$ cat config.mk
export PLATFORM = sky130hd
export DESIGN_NAME = crc8_packet_framer_top
export DESIGN_NICKNAME = d
export VERILOG_FILES = /design/src/sv/crc8pf_pkg.sv /design/src/sv/crc8pf_in_reg.sv /design/src/sv/crc8pf_seq.sv /design/src/sv/crc8pf_out_reg.sv /design/src/sv/crc8_packet_framer_top.sv
export SDC_FILE = /design/constraint.sdc
export NUM_CORES = 1
export LEC_CHECK = 0
export BUFFER_PORTS_ARGS = -buffer_cell sky130_fd_sc_hd__buf_2
export CAP_MARGIN = 30
export CORE_MARGIN = 2
export CORE_UTILIZATION = 30
export DETAILED_ROUTE_END_ITERATION = 16
export PLACE_DENSITY = 0.48
export SETUP_SLACK_MARGIN = 0.1
export SYNTH_ARGS = -nofsm -noshare
export SYNTH_HDL_FRONTEND = slang
export SYNTH_SLANG_ARGS = --single-unit
$ cat constraint.sdc
create_clock -name i_clk -period 8.35 [get_ports i_clk]
set_input_delay 2.505 -clock i_clk [delete_from_list [all_inputs] [get_ports i_clk]]
set_output_delay 2.505 -clock i_clk [all_outputs]
set_load 0.02 [all_outputs]
$ cat src/sv/crc8pf_pkg.sv
// Shared types, codes and the CRC byte update for the CRC-8 packet framer.
`timescale 1ns / 1ps
`default_nettype none
package crc8pf_pkg;

    localparam int unsigned CfgIdxW = 2;

    localparam logic [CfgIdxW-1:0] CFG_HEADER_FIRST  = 2'd0;
    localparam logic [CfgIdxW-1:0] CFG_HEADER_SECOND = 2'd1;
    localparam logic [CfgIdxW-1:0] CFG_CRC_POLY      = 2'd2;

    localparam logic [7:0] CRC_POLY_RESET = 8'h07;

    localparam logic CMD_BEGIN   = 1'b0;
    localparam logic CMD_PAYLOAD = 1'b1;

    typedef struct packed {
        logic        cmd;
        logic [7:0]  msg_type;
        logic [15:0] msg_len;
        logic [7:0]  data_byte;
    } t_item;

    typedef struct packed {
        logic       valid;
        logic [7:0] out_byte;
        logic       frame_end;
    } t_beat;

    typedef enum logic [6:0] {
        PH_HDR1   = 7'b0000001,
        PH_HDR2   = 7'b0000010,
        PH_TYPE   = 7'b0000100,
        PH_LEN_LO = 7'b0001000,
        PH_LEN_HI = 7'b0010000,
        PH_DATA   = 7'b0100000,
        PH_CRC    = 7'b1000000
    } t_phase;

    // One byte through the CRC register, MSB first, no augmentation.
    function automatic logic [7:0] crc_push(input logic [7:0] crc,
                                            input logic [7:0] b,
                                            input logic [7:0] poly);
        logic [7:0] c;
        logic       top;
        c = crc;
        for (int k = 7; k >= 0; k--) begin
            top = c[7];
            c   = {c[6:0], b[k]};
            if (top) begin
                c = c ^ poly;
            end
        end
        return c;
    endfunction

endpackage
`default_nettype wire

$ cat src/sv/crc8pf_in_reg.sv
// Input register: holds one accepted item until the sequencer retires it.
`timescale 1ns / 1ps
`default_nettype none
module crc8pf_in_reg (
    input  wire                 i_clk,
    input  wire                 i_rst_n,
    input  wire                 i_valid,
    output logic                o_ready,
    input  crc8pf_pkg::t_item   i_item,
    input  wire                 i_done,
    output logic                o_item_valid,
    output crc8pf_pkg::t_item   o_item
);
    import crc8pf_pkg::*;

    logic  r_valid;
    t_item r_item;

    assign o_ready      = !r_valid || i_done;
    assign o_item_valid = r_valid;
    assign o_item       = r_item;

    always_ff @(posedge i_clk) begin
        if (!i_rst_n) begin
            r_valid <= 1'b0;
        end else if (o_ready) begin
            r_valid <= i_valid;
        end
    end

    always_ff @(posedge i_clk) begin
        if (i_valid && o_ready) begin
            r_item <= i_item;
        end
    end

endmodule
`default_nettype wire

$ cat src/sv/crc8pf_seq.sv
// Frame sequencer: walks one item through its output bytes and keeps the CRC.
`timescale 1ns / 1ps
`default_nettype none
module crc8pf_seq (
    input  wire                 i_clk,
    input  wire                 i_rst_n,
    input  wire                 i_item_valid,
    input  crc8pf_pkg::t_item   i_item,
    input  wire [7:0]           i_header_first,
    input  wire [7:0]           i_header_second,
    input  wire [7:0]           i_crc_poly,
    input  wire                 i_out_free,
    output crc8pf_pkg::t_beat   o_beat,
    output logic                o_done
);
    import crc8pf_pkg::*;

    logic        r_mid;
    t_phase      r_phase;
    logic        r_frame_open;
    logic [15:0] r_bytes_left;
    logic [7:0]  r_crc;

    logic        n_mid;
    t_phase      n_phase;
    logic        n_frame_open;
    logic [15:0] n_bytes_left;
    logic [7:0]  n_crc;

    t_phase      cur_phase;
    logic        drop;
    logic        step;
    logic        last;
    logic [7:0]  crc_in;
    logic [7:0]  crc_byte;
    logic [7:0]  crc_next;

    // First beat of a fresh item picks its phase from the command.
    assign cur_phase = r_mid ? r_phase
                     : ((i_item.cmd == CMD_BEGIN) ? PH_HDR1 : PH_DATA);

    // Payload with no frame open retires without a beat.
    assign drop = (cur_phase == PH_DATA) && !r_frame_open;
    assign step = i_item_valid && (drop || i_out_free);

    assign crc_next = crc_push(crc_in, crc_byte, i_crc_poly);

    always_comb begin
        n_mid        = r_mid;
        n_phase      = r_phase;
        n_frame_open = r_frame_open;
        n_bytes_left = r_bytes_left;
        n_crc        = r_crc;
        last         = 1'b0;
        crc_in       = r_crc;
        crc_byte     = i_item.data_byte;
        o_beat       = '0;

        case (cur_phase)
            PH_HDR1: begin
                o_beat.out_byte = i_header_first;
                n_phase         = PH_HDR2;
            end
            PH_HDR2: begin
                o_beat.out_byte = i_header_second;
                n_phase         = PH_TYPE;
            end
            PH_TYPE: begin
                o_beat.out_byte = i_item.msg_type;
                crc_in          = 8'h00;
                crc_byte        = i_item.msg_type;
                n_crc           = crc_next;
                n_phase         = PH_LEN_LO;
            end
            PH_LEN_LO: begin
                o_beat.out_byte = i_item.msg_len[7:0];
                crc_byte        = i_item.msg_len[7:0];
                n_crc           = crc_next;
                n_phase         = PH_LEN_HI;
            end
            PH_LEN_HI: begin
                o_beat.out_byte = i_item.msg_len[15:8];
                crc_byte        = i_item.msg_len[15:8];
                n_crc           = crc_next;
                n_bytes_left    = i_item.msg_len;
                n_frame_open    = (i_item.msg_len != 16'd0);
                n_phase         = PH_CRC;
                last            = (i_item.msg_len != 16'd0);
            end
            PH_DATA: begin
                o_beat.out_byte = i_item.data_byte;
                if (drop) begin
                    last = 1'b1;
                end else begin
                    n_crc        = crc_next;
                    n_bytes_left = r_bytes_left - 16'd1;
                    n_phase      = PH_CRC;
                    last         = (r_bytes_left != 16'd1);
                end
            end
            PH_CRC: begin
                o_beat.out_byte  = r_crc;
                o_beat.frame_end = 1'b1;
                n_frame_open     = 1'b0;
                last             = 1'b1;
            end
            default: begin
                last = 1'b1;
            end
        endcase

        o_beat.valid = step && !drop;
        n_mid        = !last;
    end

    assign o_done = step && last;

    always_ff @(posedge i_clk) begin
        if (!i_rst_n) begin
            r_mid        <= 1'b0;
            r_phase      <= PH_HDR1;
            r_frame_open <= 1'b0;
            r_bytes_left <= 16'd0;
            r_crc        <= 8'h00;
        end else if (step) begin
            r_mid        <= n_mid;
            r_phase      <= n_phase;
            r_frame_open <= n_frame_open;
            r_bytes_left <= n_bytes_left;
            r_crc        <= n_crc;
        end
    end

endmodule
`default_nettype wire

$ cat src/sv/crc8pf_out_reg.sv
// Output register: one byte beat held until the sink takes it.
`timescale 1ns / 1ps
`default_nettype none
module crc8pf_out_reg (
    input  wire                 i_clk,
    input  wire                 i_rst_n,
    input  crc8pf_pkg::t_beat   i_beat,
    output logic                o_free,
    output logic                o_valid,
    input  wire                 i_ready,
    output logic [7:0]          o_out_byte,
    output logic                o_frame_end
);
    import crc8pf_pkg::*;

    logic       r_valid;
    logic [7:0] r_byte;
    logic       r_end;

    assign o_free      = !r_valid || i_ready;
    assign o_valid     = r_valid;
    assign o_out_byte  = r_byte;
    assign o_frame_end = r_end;

    always_ff @(posedge i_clk) begin
        if (!i_rst_n) begin
            r_valid <= 1'b0;
        end else if (o_free) begin
            r_valid <= i_beat.valid;
        end
    end

    always_ff @(posedge i_clk) begin
        if (o_free && i_beat.valid) begin
            r_byte <= i_beat.out_byte;
            r_end  <= i_beat.frame_end;
        end
    end

endmodule
`default_nettype wire

$ cat src/sv/crc8_packet_framer_top.sv
// Top level of the CRC-8 packet framer: config registers and the beat pipeline.
`timescale 1ns / 1ps
`default_nettype none
// Builds framed packets as a byte stream. A begin item (cmd 0) yields the two
// configured header bytes, the message type and the payload length low byte
// first, then opens a frame; with a zero length the CRC byte follows at once.
// Each payload item (cmd 1) is passed through; the last one of the frame is
// followed by the CRC byte with frame_end high. The CRC-8 starts at zero,
// covers type, length and payload, MSB first, with the configured polynomial.
// Payload items with no frame open are dropped; a begin abandons an open
// frame without a CRC. Timing: one output beat per cycle while the sink is
// ready; the rate is set by the single byte-wide output register, and the
// sequencer emits at most one beat per clock. Payload bytes therefore stream
// back to back; the input register accepts the next item in the same cycle
// the current one retires. While the sink stalls, the output register holds
// its beat and the sequencer waits until the register is free.
// Config writes (index 0 header_first, 1 header_second, 2 crc_poly; other
// indexes ignored) are meant for idle periods only.
module crc8_packet_framer_top (
    input  wire         i_clk,
    input  wire         i_rst_n,
    input  wire         i_in_valid,
    output logic        o_in_ready,
    input  wire         i_cmd,
    input  wire  [7:0]  i_msg_type,
    input  wire  [15:0] i_msg_len,
    input  wire  [7:0]  i_data_byte,
    output logic        o_out_valid,
    input  wire         i_out_ready,
    output logic [7:0]  o_out_byte,
    output logic        o_frame_end,
    input  wire         i_cfg_we,
    input  wire  [crc8pf_pkg::CfgIdxW-1:0] i_cfg_index,
    input  wire  [7:0]  i_cfg_data
);
    import crc8pf_pkg::*;

    // Configuration registers.
    logic [7:0] r_header_first;
    logic [7:0] r_header_second;
    logic [7:0] r_crc_poly;

    always_ff @(posedge i_clk) begin
        if (!i_rst_n) begin
            r_header_first  <= 8'h00;
            r_header_second <= 8'h00;
            r_crc_poly      <= CRC_POLY_RESET;
        end else if (i_cfg_we) begin
            case (i_cfg_index)
                CFG_HEADER_FIRST:  r_header_first  <= i_cfg_data;
                CFG_HEADER_SECOND: r_header_second <= i_cfg_data;
                CFG_CRC_POLY:      r_crc_poly      <= i_cfg_data;
                default: begin
                end
            endcase
        end
    end

    t_item in_item;
    t_item cur_item;
    logic  item_valid;
    logic  item_done;
    t_beat beat;
    logic  out_free;

    assign in_item.cmd       = i_cmd;
    assign in_item.msg_type  = i_msg_type;
    assign in_item.msg_len   = i_msg_len;
    assign in_item.data_byte = i_data_byte;

    // Input beat register: refills in the cycle its item retires.
    crc8pf_in_reg u_in_reg (
        .i_clk        (i_clk),
        .i_rst_n      (i_rst_n),
        .i_valid      (i_in_valid),
        .o_ready      (o_in_ready),
        .i_item       (in_item),
        .i_done       (item_done),
        .o_item_valid (item_valid),
        .o_item       (cur_item)
    );

    // Sequencer: header, length, payload and CRC beats plus frame state.
    crc8pf_seq u_seq (
        .i_clk           (i_clk),
        .i_rst_n         (i_rst_n),
        .i_item_valid    (item_valid),
        .i_item          (cur_item),
        .i_header_first  (r_header_first),
        .i_header_second (r_header_second),
        .i_crc_poly      (r_crc_poly),
        .i_out_free      (out_free),
        .o_beat          (beat),
        .o_done          (item_done)
    );

    // Output beat register toward the sink.
    crc8pf_out_reg u_out_reg (
        .i_clk       (i_clk),
        .i_rst_n     (i_rst_n),
        .i_beat      (beat),
        .o_free      (out_free),
        .o_valid     (o_out_valid),
        .i_ready     (i_out_ready),
        .o_out_byte  (o_out_byte),
        .o_frame_end (o_frame_end)
    );

endmodule
`default_nettype wire

==> summary.md <==
| Metric | Value |
|---|---|
| Starting Density | 0.307 |
| Wire length per cell | 18.6 um |
| CP Launch Type | primary input |
| Clock latency on the worst-skew pair | 0.35 ns |
| # setup viols final | 0 |
| Detailed-route via count | 5362 |
| Min cycle time layout | 6.17 ns |
| Leakage power | 0.00253 uW |
| CP bufs+invs | 3 |
| GRT Total Usage | 0.169 |
| Core ar. | 0.0196 sq mm |
| Top FF cell, synth | dfxtp_1 |
| Placed Cells | 955 |
| Syn_area_per_cell | 9.06 sq um |
| Syn-to-layout area delta | 13.8% |
| Dpl hpwl | 13000 um |
| Max stage delay cell, worst path | o21ai_0 |
| Final core occ | 0.350 |
| Placement Cell Area | 0.00656 sq mm |
| WP data arrival | 3.67 ns |
| Longest Clk Path Bufs | 2 |
| Sink Count | 100 |
| H-Tree Depth | 3 |
| Top Ports | 59 |
| Worst ir drop on vdd | 0.0000900 V |
| Die Ht | 146 um |
| Pwr/cell area | 181 mW/mm^2 |
| Vias in the first global route | 5187 |
| Syn Inst Count | 665 |
| Post-route non-filler standard cell count | 971 |
| Synth warnings | 0 |
| Post-Syn Area | 0.00602 sq mm |
| Drt total wl | 18000 um |
| Die ar. | 0.0212 sq mm |
| Count of different cell masters after synthesis | 71 |
| IO buf count | 58 |
| Initial antenna violation count | 0 |
| Vias per inst | 5.52 |
| Root buf cell | clkbuf_16 |
| ANT cells | 0 |
| Final TNS setup | 0 ns |
| Gr ovfl total | 0 |
| EDFF count, synth | 42 |
| HP Class | reg -> reg |
| CP most frequent cell | buf_2 |
| Reg area | 0.00242 sq mm |
| Footprint of the multi-input gates | 0.00341 sq mm |
| Setup Skew | 0.00989 ns |
| # rows | 51 |
| Worst-path clk slew | 0.06 ns |
| CP Capture Type | primary output |
| CP Data Required Time | 5.85 ns |
| PostCTS Resize Cnt | 0 |
| Tcrit/Tclk final | 0.739 |
| Max-slew headroom | 0.355 |
| Least-Margin Pin Slew | 0.965 ns |
| Delay-heaviest family, CP | compound AO/OA/AOI/OAI gates |
| First-pass GRT wire length | 28500 um |
| Fill count | 2039 |
| RD Place Congestion | 0.836 |
| Async SR Flop Fraction | 0 |
| Max cap viols | 0 |
| Outcome | complete, no violations |
| Detail Route Antenna Nets | 0 |
| Initial DRT Pass Iterations | 5 |
| CP peak stage delay | 0.32 ns |
| CP max FO | 4 |
| RSZ-0062 raised after global routing | no |
| Critical Path, Cell by Cell | buf_2 -> nand2b_1 -> o21ai_0 -> a31o_2 -> and2_1 -> inv_1 -> buf_2 |
| Hold WS | 0.507 ns |
| Pin count of the biggest net entering global routing | 53 |
| # Post-CTS Setup Buffers | 0 |
| Initial drt markers | 549 |
| Register area share after synthesis | 0.402 |
| Final nets | 751 |
| Post-CTS Hold Fix Bufs | 0 |
| Commonest non-fill, non-tap cells in the layout | 71 x nand2_1, 58 x buf_2, 58 x dfxtp_1 |
| Final instance area | 0.00685 sq mm |
| CTS buffer count | 9 |
| Share of cells above drive strength 1 | 0.146 |
| Slew Viols, Final | 0 |
| Hold Vio Cnt, Final | 0 |
| F_max | 162 MHz |
| TritonCTS clock tree | built |
| Seq cells post-synth | 100 |
| Die outline width | 146 um |
| Commonest non-fill, non-tap cell in the layout | nand2_1 |
| Crit path kind | in -> out |
| # DRC | 0 |
| Syn nets | 715 |
[sequential cells by signal, indices dropped and copies added (netlist names), 6 cells and up]
signal	cells
u_in_reg.o_item	33
u_seq.r_bytes_left	16
r_crc_poly	8
r_header_first	8
r_header_second	8
u_out_reg.o_out_byte	8
u_seq.r_crc	8
u_seq.r_phase	6
[through the flow]
step                worst slack (ns)  power [uW]
detailed placement              2.17         840
floorplan                       2.53         766
global route                    2.06        1300
global placement                2.21         836
finish                          2.18        1240
CTS                             2.17        1250
[cell usage after synthesis, drive strengths merged (2+ instances only)]
| cell | number | share of area |
|---|---|---|
| nand2 | 71 | 0.044 |
| dfxtp | 58 | 0.19 |
| o21ai | 51 | 0.042 |
| edfxtp | 42 | 0.21 |
| nor2 | 40 | 0.025 |
| clkbuf | 34 | 0.021 |
| a21oi | 33 | 0.027 |
| nor2b | 31 | 0.032 |
| mux2i | 25 | 0.042 |
| nand3 | 18 | 0.015 |
| and2 | 17 | 0.018 |
| xnor2 | 17 | 0.029 |
| a222oi | 15 | 0.025 |
| nor3 | 15 | 0.013 |
| inv | 13 | 0.0081 |
| nand2b | 12 | 0.012 |
| nand3b | 12 | 0.015 |
| o211ai | 12 | 0.015 |
| a211o | 10 | 0.015 |
| and3 | 10 | 0.010 |
| nand4 | 10 | 0.010 |
| xor2 | 10 | 0.017 |
| a211oi | 9 | 0.013 |
| a22oi | 8 | 0.010 |
| nor4 | 8 | 0.0083 |
| a21boi | 7 | 0.0087 |
| buf | 7 | 0.0058 |
| or3 | 7 | 0.0073 |
| a32oi | 6 | 0.012 |
| xnor3 | 5 | 0.019 |
| a2111oi | 4 | 0.0058 |
| nor4b | 3 | 0.0044 |
| o21a | 3 | 0.0037 |
| o221a | 3 | 0.0056 |
| or2 | 3 | 0.0031 |
| a2111o | 2 | 0.0037 |
| a21o | 2 | 0.0025 |
| a221oi | 2 | 0.0029 |
| a31oi | 2 | 0.0021 |
| a32o | 2 | 0.0033 |
| and4 | 2 | 0.0029 |
| ha | 2 | 0.0042 |
| nor3b | 2 | 0.0025 |
| o2111ai | 2 | 0.0029 |
| o31a | 2 | 0.0029 |
[power breakdown]
| group | leakage [uW] | internal (uW) | switching (uW) |
|---|---|---|---|
| logic | 0.00152 | 107 | 152 |
| clock network | 0.000140 | 219 | 189 |
| registers | 0.000874 | 539 | 33.6 |
[cell families after synthesis]
| family | share of synthesized area |
|---|---|
| multiplexers | 0.0434 |
| AO/OA/AOI/OAI | 0.219 |
| XOR/XNOR | 0.0648 |
| adder cells (fa/ha/maj) | 0.00415 |
| buffers and inverters | 0.0351 |
| flip-flops | 0.402 |
| AND/OR/NAND/NOR | 0.232 |
[cell type report]
cell class / count / share of cell area
clock buffers: 11 / 0.0369
repair buffers: 66 / 0.0511
clock inverters: 5 / 0.00511
well taps: 265 / 0.0484
inverters: 13 / 0.00712
multi-input cells: 511 / 0.498
flip-flops and latches: 100 / 0.354
[final timing paths]
| check | start | endpoint | slack [ns] | cells after the start |
|---|---|---|---|---|
| setup / recovery | i_out_ready | o_in_ready | 2.18 | 7 |
| hold / removal | u_seq.r_bytes_left[14]$_SDFFE_PN0P_ | u_seq.r_bytes_left[14]$_SDFFE_PN0P_ | 0.51 | 2 |
| setup reg to reg | r_crc_poly[6]$_SDFFE_PN0P_ | u_seq.r_crc[2]$_SDFFE_PN0P_ | 3.33 | 11 |
| hold reg to reg | u_seq.r_bytes_left[14]$_SDFFE_PN0P_ | u_seq.r_bytes_left[14]$_SDFFE_PN0P_ | 0.51 | 2 |
[worst register-to-register path: cells and delay by family, from the launching register on]
family | cells | cell delay (ns)
AO/OA/AOI/OAI | 6 | 1.78
XOR/XNOR | 2 | 1.47
flip-flops | 1 | 0.76
buffers and inverters | 1 | 0.39
multiplexers | 1 | 0.36
AND/OR/NAND/NOR | 1 | 0.15
[layer usage]
metal,share of wire,global-route usage,vias to the layer above
li1,-,-,2567
met1,0.47,0.236,2604
met2,0.46,0.267,161
met5,0,0,-
met3,0.053,0.0226,30
met4,0.020,0.0583,0
Note: power is estimated with default switching activity, not from simulation.
